### src/rtl/vhba_pkg.sv
package vhba_pkg;

    localparam int NUM_STAGES = 30;
    localparam int WORD_W     = 64;
    localparam int NORM_MSB   = 59;
    localparam int ANGLE_W    = 32;

    typedef logic signed [WORD_W-1:0]  vhba_word_t;
    typedef logic signed [ANGLE_W-1:0] vhba_angle_t;

    // Per-request flags that ride along the datapath for the final quadrant mapping
    typedef struct packed {
        logic vert;
        logic dx_neg;
        logic dy_neg;
        logic dy_pos;
    } vhba_side_t;

    // atan(2^-i) in units of 2^-32 turn, rounded to nearest
    localparam logic [ANGLE_W-1:0] ATAN_TURN [NUM_STAGES] = '{
        32'h20000000, 32'h12E4051E, 32'h09FB385B, 32'h051111D4, 32'h028B0D43,
        32'h0145D7E1, 32'h00A2F61E, 32'h00517C55, 32'h0028BE53, 32'h00145F2F,
        32'h000A2F98, 32'h000517CC, 32'h00028BE6, 32'h000145F3, 32'h0000A2FA,
        32'h0000517D, 32'h000028BE, 32'h0000145F, 32'h00000A30, 32'h00000518,
        32'h0000028C, 32'h00000146, 32'h000000A3, 32'h00000051, 32'h00000029,
        32'h00000014, 32'h0000000A, 32'h00000005, 32'h00000003, 32'h00000001
    };

endpackage

### src/rtl/vhba_norm_step.sv
module vhba_norm_step #(
    parameter int SHIFT = 1
) (
    input  logic                 clk,
    input  logic                 rst_n,
    input  logic                 en,
    input  logic                 in_valid,
    input  vhba_pkg::vhba_word_t in_a,
    input  vhba_pkg::vhba_word_t in_b,
    input  vhba_pkg::vhba_side_t in_side,
    output logic                 out_valid,
    output vhba_pkg::vhba_word_t out_a,
    output vhba_pkg::vhba_word_t out_b,
    output vhba_pkg::vhba_side_t out_side
);
    import vhba_pkg::*;

    vhba_word_t mag_or;
    logic       do_shift;
    logic       valid_reg;
    vhba_word_t a_reg;
    vhba_word_t a_next;
    vhba_word_t b_reg;
    vhba_word_t b_next;
    vhba_side_t side_reg;

    // the larger magnitude leads wherever the OR of both leads
    always_comb
    begin
        mag_or   = in_a | in_b;
        do_shift = (mag_or[NORM_MSB -: SHIFT] == '0);
        a_next   = do_shift ? (in_a <<< SHIFT) : in_a;
        b_next   = do_shift ? (in_b <<< SHIFT) : in_b;
    end

    always_ff @(posedge clk or negedge rst_n)
    begin
        if (!rst_n)
        begin
            valid_reg <= 1'b0;
        end
        else if (en)
        begin
            valid_reg <= in_valid;
        end
    end

    always_ff @(posedge clk)
    begin
        if (en)
        begin
            a_reg    <= a_next;
            b_reg    <= b_next;
            side_reg <= in_side;
        end
    end

    assign out_valid = valid_reg;
    assign out_a     = a_reg;
    assign out_b     = b_reg;
    assign out_side  = side_reg;

endmodule

### config.mk
export PLATFORM = sky130hd
export DESIGN_NAME = vhba_norm_step
export DESIGN_NICKNAME = d
export VERILOG_FILES = /design/src/rtl/vhba_pkg.sv /design/src/rtl/vhba_norm_step.sv
export SDC_FILE = /design/constraint.sdc
export NUM_CORES = 1
export LEC_CHECK = 0
export BUFFER_PORTS_ARGS = -buffer_cell sky130_fd_sc_hd__buf_4
export CAP_MARGIN = 20
export CORE_UTILIZATION = 42
export DETAILED_ROUTE_END_ITERATION = 8
export GPL_TIMING_DRIVEN = 0
export PLACE_DENSITY = 0.77
export SETUP_SLACK_MARGIN = 0.1
export SLEW_MARGIN = 5
export SYNTH_ARGS = -nofsm -noshare
export SYNTH_HDL_FRONTEND = slang
export SYNTH_SLANG_ARGS = --single-unit
### constraint.sdc
create_clock -name clk -period 0.8 [get_ports clk]
set_input_delay 0.04 -clock clk [delete_from_list [all_inputs] [get_ports clk]]
set_output_delay 0.04 -clock clk [all_outputs]
set_load 0.005 [all_outputs]
=== Word level (Yosys, flattened, before mapping) ===
Cells that the tools add are included.

* Bitwise operators: 1
* Multiplexer cells: 2

{| class="wikitable"
|+ Operators with widths
! operator !! count
|-
| 64-bit two-way mux || 2
|-
| 60-bit bitwise OR || 1
|}

* Input bits: 136
* Logic and storage cells: 12
* Output and inout bits: 133
* Flip-flop bits (word level): 133

=== Logic depth before layout (Yosys ltp) ===
Gate-level depths: netlist of run 1.

* Word-level depth: 2
* Mapped depth: 4
* Gate-level depth less buffers: 2

=== Least setup slack after synthesis of run 1 ===
Ideal clock, no wire load.

* Path type: input -> register
* Start point: in in_a[59]
* End point: reg a_reg[28], in the netlist out_a[28], data pin
* Data arrival time: 0.840 ns
* Slack: -0.300 ns
* Required time: 0.540 ns
* Stages on the path: 4
* Cells stage by stage: nor2_4 > buf_4 > buf_6 > mux2_2

* Word-level cells in the longest chain between the ends: 2

{| class="wikitable"
|+ RTL lines
! what !! line !! RTL
|-
| start, declared || vhba_norm_step.sv:8 || <nowiki>input vhba_pkg::vhba_word_t in_a,</nowiki>
|-
| 60-bit bitwise OR || vhba_norm_step.sv:30 || <nowiki>mag_or = in_a | in_b;</nowiki>
|-
| 64-bit two-way mux || vhba_norm_step.sv:32 || <nowiki>a_next = do_shift ? (in_a <<< SHIFT) : in_a;</nowiki>
|-
| named net a_next[28] || vhba_norm_step.sv:22 || <nowiki>vhba_word_t a_next;</nowiki>
|-
| end signal, assigned || vhba_norm_step.sv:52 || <nowiki>a_reg <= a_next;</nowiki>
|-
| end, declared || vhba_norm_step.sv:21 || <nowiki>vhba_word_t a_reg;</nowiki>
|}

The timed path passes the listed nets, and every way through them passes these cells.
A chain may end at the register's enable or synchronous reset.

=== Worst setup path in the final report of run 1 ===
* Start point: reg a_reg[49], in the netlist out_a[49]
* End point: out out_a[49]

{| class="wikitable"
|+ RTL lines
! what !! line !! RTL
|-
| end, declared || vhba_norm_step.sv:12 || <nowiki>output vhba_pkg::vhba_word_t out_a,</nowiki>
|}

No word-level cell between the ends.

==> impl_metrics.py, run 1 <==
metrics = {
    "logic_synthesis": {
        "synth_cells": 278,
        "ys_ff_latch": 133,
        "synthTopCellsByArea": "edfxtp_1, mux2_2, buf_6",
        "yosysWarningCount": 0,
        "syn_area_per_cell_um2": 19.9,
        "ys_types": 12,
        "ys_seq_area_share_pct": 72.2,
        "netlist.area_leader.share_pct": 71.8,
        "synth_nets": 414,
        "yosys.area.top_type": "edfxtp_1",
        "syn_area_um2": 5520,
    },
    "timing": {
        "setup_viol": 237,
        "fin_crit_ns": 1.00,
        "rsz0062_at_grt": "true",
        "timing.final.max_slew_violations": 0,
        "skew_ns": 0,
        "fmax_ghz": 0.997,
        "worst_slack_ns": -0.203,
        "min_period_over_period_pct": 125,
        "slew_headroom_pct": 73.0,
        "worstMarginPinSlew_ns": 0.405,
        "hold_violations": 123,
        "hold_slack_ns": -0.0758,
    },
    "pwr": {
        "combPwrFrac_pct": 18.4,
        "vdd_drop_max_uv": 1330,
        "clkPwrFrac_pct": 37.3,
        "switching_power_mw": 4.17,
        "internal_power_mw": 15.4,
        "power_density_nw_per_um2": 1990,
        "leakage_nw": 4.33,
        "swShare_pct": 21.3,
        "seq_power_share_pct": 44.3,
    },
    "grt": {
        "use_met3_pct": 6.90,
        "met2_usage_pct": 43.0,
        "antenna_found_initial": 0,
        "grt_max_degree": 50,
        "gr-usage-met1_pct": 24.7,
        "grt_pass1_vias": 4117,
        "gr-max-usage-layer": "met2",
        "grt_pass1_wl_um": 22800,
        "track_usage_pct": 23.2,
        "overflow": 0,
    },
    "cells_and_area": {
        "final_common_cell": "buf_4",
        "diodes": 0,
        "stdcell_count": 797,
        "syn_to_final_growth_pct": 78.0,
        "fin_util_pct": 77.3,
        "nets": 748,
        "drive_gt1_share_pct": 74.7,
        "most-common-layout-cells": "buf_4, edfxtp_1, mux2_4, buf_6, clkbuf_16",
    },
    "worst_setup_path": {
        "cp_top_family": "flip-flops",
        "path_max_fanout": 1,
        "cp.arrival_ns": 0.96,
        "worstSetupPathType": "register to output pin",
        "cp.required_ns": 0.76,
        "crit_buf_inv": 1,
        "start_kind": "register",
        "worstPathCellList": "buf_6",
        "cp_slowest_stage_delay_ns": 0.42,
        "cp-end-kind": "output pin",
        "r2r_start": "out_valid",
        "cp-startpoint": "out_a[49]",
        "slowest_stage": "edfxtp_1",
        "r2r_slack_ns": 0.03,
    },
    "place": {
        "hpwl_um": 9420,
        "place_inst": 719,
        "gp_congestion": 0.720,
        "io_buffer_count": 268,
    },
    "die": {
        "die_x_um": 117,
        "die-area_um2": 13600,
        "num_rows": 41,
        "initial_core_util_pct": 43.4,
        "top_level_ports": 269,
        "dieHeight_um": 117,
        "core_um2": 12700,
    },
    "cts": {
        "cts_root_buf": "clkbuf_16",
        "h-tree-depth": 4,
        "clkTransAtPathRegs_ns": 0.05,
        "clockBufferDepth": 2,
        "tritoncts": "yes",
        "numCtsBuffers": 17,
        "cts_hold_repair.buffers": 14,
        "clock-sinks": 133,
        "insertion_delay_ns": 0.40,
    },
    "route": {
        "wire_per_inst_um": 19.8,
        "ant_nets": 0,
        "drt-initial-drc-count": 120,
        "wirelength_um": 15800,
        "first_pass_iters": 4,
        "vias": 3882,
        "drc": 0,
        "avgViaCountPerCell": 4.87,
    },
    "run": {
        "maxCapViolations": 0,
    },
    "min_path": {
        "hold_class": "input port to register",
        "hold_start": "in_a[58]",
    },
    "outcome": {
        "status": "finished with violations",
        "violations": "negative hold slack, negative setup slack",
    },
}
-- synthesized netlist by cell type --
| master | n |
|---|---|
| edfxtp_1 | 132 |
| o21ai_0 | 1 |
| inv_1 | 2 |
| buf_2 | 8 |
| nor2b_1 | 4 |
| a21o_1 | 1 |
| dfrtp_1 | 1 |
| mux2_1 | 2 |
| buf_6 | 4 |
| buf_4 | 1 |
| nor2_4 | 1 |
| mux2_2 | 121 |
-- metal layers --
metal,part of all wire (%),vias up
li1,-,1770
met1,36,1923
met2,56,169
met3,7.3,20
met4,1.5,0
met5,0,-
-- power groups by stage --
stage / sequential, mW / combinational (mW) / clock [mW]
2_1_floorplan: 8.81 / 0.654 / 0
3_3_place_gp: 8.73 / 2.47 / 0
3_5_place_dp: 8.75 / 2.55 / 0
4_1_cts: 8.62 / 3.51 / 7.40
5_1_grt: 8.71 / 3.79 / 7.68
6_report: 8.65 / 3.58 / 7.29
-- registers in the layout (all words and copies together) (netlist names) --
signal,cells
out_b,64
out_side,4
out_a,64
out_valid,1
-- cells by family (layout without fill, tap and decap cells) --
group / Yosys count / after routing / share of synthesized area (%)
DFF: 133 / 133 / 72.2
muxes: 123 / 123 / 25.1
buffers and inverters: 15 / 362 / 1.81
and+or+nand+nor: 5 / 5 / 0.657
AOI/OAI and AO/OA: 2 / 2 / 0.227
-- layout make-up --
class	count	area (um2)
flip-flops and latches	133	3990
repair buffers	315	2970
fillers	737	2890
multi-input cells	130	1890
clock buffers	20	437
well taps	172	215
plain buffers	13	205
clock inverters	12	113
inverters	2	7.51
-- path summary, 6_finish.rpt --
| kind | to | cells after the start |
|---|---|---|
| setup reg to reg | out_valid | 1 |
| hold / removal | out_a[59] | 2 |
| min in group asynchronous | out_valid | 3 |
| hold reg to reg | out_valid | 1 |
| max in group asynchronous | out_valid | 3 |
| setup / recovery | out_a[49] | 1 |
-- stage by stage --
step,area (um2),hold WS (ns),TNS [ns],worst slack [ns],total power [mW]
after global placement,7760,-0.185,-194.07,-1.01,11.2
final,9830,-0.0758,-27.37,-0.203,19.5
after CTS,9790,-0.0865,-29.64,-0.245,19.5
after detailed placement,7790,-0.183,-115.88,-0.686,11.3
after floorplan,5530,-0.256,-27.49,-0.266,9.47
after global routing,9830,-0.0754,-33.13,-0.232,20.2
-- repair_timing --
| action | 4_1_cts | 5_1_grt |
|---|---|---|
| endpoints found under the setup margin | 358 | 260 |
| endpoints found under the hold margin | 134 | 123 |
| setup buffers | 23 | 3 |
| cloned | 14 | 0 |
| pin swaps | 1 | 0 |
| gates resized for setup | 195 | 44 |
(Power assumes the default switching activity.)
==> run 2, diff against run 1 <==
CORE_MARGIN = 3   (was unset)
SETUP_SLACK_MARGIN = 0.02   (was 0.1)
TNS_END_PERCENT = 20   (was unset)
==> impl_metrics.py, run 2 (same netlist as run 1, synthesis figures left out) <==
metrics = {
    "route": {
        "wirelength_um": 14400,
        "routed.top_layer": "met4",
        "avgViaCountPerCell": 4.86,
        "met1_length_um": 5110,
        "met2_length_um": 7540,
        "vias": 3802,
        "drt-initial-drc-count": 183,
        "ant_nets": 0,
        "wire_per_inst_um": 18.4,
        "first_pass_iters": 4,
        "dr_wl_met3_um": 1280,
        "drc": 0,
    },
    "timing": {
        "fin_crit_ns": 0.993,
        "worst_slack_ns": -0.193,
        "rsz0062_at_grt": "true",
        "hold_slack_ns": -0.0635,
        "skew_ns": 0,
        "worstMarginPinSlew_ns": 0.367,
        "setup_viol": 200,
        "min_period_over_period_pct": 124,
        "fmax_ghz": 1.01,
        "setup_tns_ns": -25.13,
        "slew_headroom_pct": 75.5,
        "timing.final.max_slew_violations": 0,
        "hold_violations": 122,
    },
    "cells_and_area": {
        "diodes": 0,
        "nets": 737,
        "final_common_cell": "buf_4",
        "drive_gt1_share_pct": 73.6,
        "syn_to_final_growth_pct": 67.7,
        "most-common-layout-cells": "buf_4, edfxtp_1, mux2_4, mux2_2, buf_6",
        "stdcell_count": 783,
    },
    "pwr": {
        "swShare_pct": 20.8,
        "combPwrFrac_pct": 17.1,
        "leakage_nw": 3.96,
        "power_density_nw_per_um2": 2000,
        "internal_power_mw": 14.7,
        "clkPwrFrac_pct": 36.3,
        "seq_power_share_pct": 46.6,
        "vdd_drop_max_uv": 1260,
        "switching_power_mw": 3.86,
    },
    "worst_setup_path": {
        "path_max_fanout": 1,
        "cp-end-kind": "output pin",
        "worstPathCellList": "buf_6",
        "r2r_slack_ns": 0.01,
        "cp_top_family": "flip-flops",
        "cp-startpoint": "out_b[2]",
        "r2r_cells": 1,
        "crit_buf_inv": 1,
        "cp.arrival_ns": 0.95,
        "cp.required_ns": 0.76,
        "r2r_start": "out_valid",
        "crit_cells": 1,
        "slowest_stage": "edfxtp_1",
        "start_kind": "register",
        "worstSetupPathType": "register to output pin",
        "cp_slowest_stage_delay_ns": 0.41,
    },
    "cts": {
        "h-tree-depth": 4,
        "tritoncts": "yes",
        "clock-sinks": 133,
        "clkTransAtPathRegs_ns": 0.05,
        "insertion_delay_ns": 0.40,
        "cts_root_buf": "clkbuf_16",
        "numCtsBuffers": 17,
        "clockBufferDepth": 2,
    },
    "die": {
        "die_x_um": 121,
        "top_level_ports": 269,
        "core_um2": 12700,
        "num_rows": 41,
        "dieHeight_um": 121,
        "initial_core_util_pct": 43.4,
        "die-area_um2": 14600,
    },
    "grt": {
        "grt_max_degree": 75,
        "overflow": 0,
        "grt_pass1_vias": 4017,
        "track_usage_pct": 19.4,
        "grt_pass1_wl_um": 21200,
        "antenna_found_initial": 0,
    },
    "place": {
        "hpwl_um": 10000,
        "place_inst": 719,
        "io_buffer_count": 268,
        "gp_congestion": 0.756,
    },
    "outcome": {
        "violations": "negative hold slack, negative setup slack",
        "status": "finished with violations",
    },
    "run": {
        "maxCapViolations": 0,
    },
    "min_path": {
        "hold_class": "input port to register",
        "hold_start": "in_b[63]",
        "hold_depth": 2,
    },
}
==> run 2: changes by cell type in the layout (fill, tap and decap cells not counted), moves of 5 or more <==
cell | previous run | this run
buf_8 | 13 | 5
buf_6 | 62 | 56
mux2_4 | 122 | 65
mux2_2 | 1 | 58
buf_4 | 218 | 228
buf_16 | 10 | 5
==> run 2: routing by layer <==
layer  GRT usage, %  up-vias
li1               -     1748
met1           20.2     1829
met2           33.6      190
met3           8.00       35
met4           9.42        0
met5              0        -
==> run 2: power by group through the flow <==
stage                     registers, mW  logic (mW)  clock network, mW
after floorplan                    8.81       0.651                  0
after detailed placement           8.75        2.55                  0
final                              8.65        3.17               6.73
after global routing               8.71        3.38               7.15
after CTS                          8.63        3.02               6.84
after global placement             8.74        2.48                  0
==> run 2: per-stage QoR <==
stage	setup WS [ns]	power [mW]	cell area [um2]	util, %
after floorplan	-0.266	9.46	5530	-
after CTS	-0.206	18.5	9040	71.0
after detailed placement	-0.648	11.3	7780	61.2
after global placement	-1.02	11.2	7750	60.9
final	-0.193	18.6	9260	72.8
after global routing	-0.244	19.2	9260	72.8
==> run 2: layout make-up <==
cell class / instances / area [um2]
inverter: 2 / 7.51
sequential: 133 / 3990
fill: 815 / 3460
multi-input combinational: 130 / 1680
clock inverter: 9 / 65.1
tap: 172 / 215
buffer: 13 / 193
clock buffer: 20 / 437
timing repair buffer: 304 / 2680
==> run 2: path summary, 6_finish.rpt <==
kind | end
setup reg to reg | out_valid
setup / recovery | out_b[2]
max in group asynchronous | out_valid
min in group asynchronous | out_valid
hold reg to reg | out_valid
hold / removal | out_b[63]
==> run 2: timing repair <==
action / in CTS / in global routing
resized for setup: 95 / 64
endpoints found under the setup margin: 330 / 304
hold buffers: 15 / 1
buffers inserted: 17 / 0
pin swaps: 1 / 0
gates cloned: 4 / 0
endpoints found under the hold margin: 134 / 122
==> run 3, diff against run 2 <==
CORE_UTILIZATION = 45   (was 42)
PLACE_DENSITY = 0.78   (was 0.77)
clock period = 1.14 ns   (was 0.8 ns; I/O delays follow)
==> impl_metrics.py, run 3 (same netlist as run 1, synthesis figures left out) <==
metrics = {
    "timing": {
        "setup_viol": 0,
        "hold_slack_ns": 0.186,
        "skew_ns": 0,
        "hold_violations": 0,
        "rsz0062_at_grt": "false",
        "fin_crit_ns": 1.04,
        "worstMarginPinSlew_ns": 0.734,
        "fmax_ghz": 0.962,
        "worst_slack_ns": 0.100,
        "timing.final.max_slew_violations": 0,
        "min_period_over_period_pct": 91.2,
        "slew_headroom_pct": 51.1,
    },
    "cts": {
        "tritoncts": "yes",
        "h-tree-depth": 4,
        "insertion_delay_ns": 0.40,
        "clock-sinks": 133,
        "clockBufferDepth": 2,
        "cts_root_buf": "clkbuf_16",
        "numCtsBuffers": 17,
        "clkTransAtPathRegs_ns": 0.06,
        "post_cts_resized": 0,
    },
    "grt": {
        "grt_pass1_vias": 4693,
        "grt_max_degree": 79,
        "grt_pass1_wl_um": 24900,
        "overflow": 0,
        "antenna_found_initial": 0,
        "track_usage_pct": 24.7,
    },
    "cells_and_area": {
        "drive_gt1_share_pct": 60.3,
        "diodes": 0,
        "stdcell_count": 859,
        "fin_util_pct": 82.5,
        "syn_to_final_growth_pct": 74.9,
        "final_common_cell": "buf_4",
        "most-common-layout-cells": "buf_4, dlygate4sd3_1, edfxtp_1, mux2_2, clkbuf_16",
        "nets": 839,
        "n_fill_cell": 542,
    },
    "die": {
        "dieHeight_um": 117,
        "num_rows": 39,
        "top_level_ports": 269,
        "core_um2": 11700,
        "die-area_um2": 13600,
        "initial_core_util_pct": 47.2,
        "die_x_um": 117,
    },
    "min_path": {
        "hold_class": "input port to register",
    },
    "worst_setup_path": {
        "path_max_fanout": 1,
        "cp_top_family": "flip-flops",
        "cp-end-kind": "output pin",
        "cp.arrival_ns": 0.98,
        "worstPathCellList": "buf_4",
        "cp_slowest_stage_delay_ns": 0.42,
        "slowest_stage": "edfxtp_1",
        "crit_buf_inv": 1,
        "start_kind": "register",
        "worstSetupPathType": "register to output pin",
        "cp.required_ns": 1.08,
    },
    "pwr": {
        "power_density_nw_per_um2": 1390,
        "leakage_nw": 4.00,
        "vdd_drop_max_uv": 978,
    },
    "route": {
        "drc": 0,
        "vias": 4186,
        "ant_nets": 0,
        "first_pass_iters": 4,
        "drt-initial-drc-count": 237,
        "wirelength_um": 16900,
        "wire_per_inst_um": 19.7,
        "avgViaCountPerCell": 4.87,
    },
    "place": {
        "io_buffer_count": 268,
        "hpwl_um": 10400,
        "gp_congestion": 0.750,
        "place_inst": 690,
        "pre_cts_ws_ns": -0.387,
    },
    "outcome": {
        "status": "finished clean",
    },
    "run": {
        "maxCapViolations": 0,
    },
}
-- run 3: layout make-up --
type,instances,area [um2],area share (%)
plain buffers,13,92.6,0.958
flip-flops and latches,133,3990,41.3
well taps,143,179,1.85
multi-input cells,130,1430,14.8
repair buffers,406,3410,35.3
clock buffers,21,440,4.56
clock inverters,11,110,1.14
inverters,2,7.51,0.0777
-- run 3: what timing repair did --
| item | CTS | global route |
|---|---|---|
| endpoints found under the setup margin | 0 | 29 |
| hold endpoints to repair | 134 | 0 |
| hold buffers | 135 | 0 |
| buffers inserted | 0 | 2 |
-- run 3: report_power, final --
group          total (mW)  leakage (nW)  internal [mW]  switching [mW]
sequential           6.06          1.30           5.91           0.149
combinational        2.24          2.43           1.44           0.798
clock                5.13         0.262           3.19            1.94
-- run 3: final timing paths --
check                               start        end  slack (ns)  cells after the start
max in group asynchronous           rst_n  out_valid        0.51                      3
worst min register to register  out_valid  out_valid        0.54                      1
worst max-delay path            out_b[53]  out_b[53]        0.10                      1
worst min-delay path                   en  out_b[42]        0.19                      1
worst max register to register  out_valid  out_valid        0.38                      1
min in group asynchronous           rst_n  out_valid        0.51                      3
-- run 3: metal layers --
layer,track usage [%],share of wire [%],vias up
met1,26.1,35,1992
li1,-,-,1951
met3,7.71,8.3,37
met5,0,0,-
met2,45.0,53,206
met4,11.1,3.4,0
-- run 3: through the flow --
| stage | power, mW | TNS, ns | instance area (um2) |
|---|---|---|---|
| floorplan | 6.64 | 0 | 5520 |
| global placement | 7.87 | -103.25 | 7710 |
| detailed placement | 7.93 | -45.45 | 7740 |
| CTS | 13.4 | 0 | 9650 |
| global route | 13.9 | 0 | 9660 |
| finish | 13.4 | 0 | 9660 |
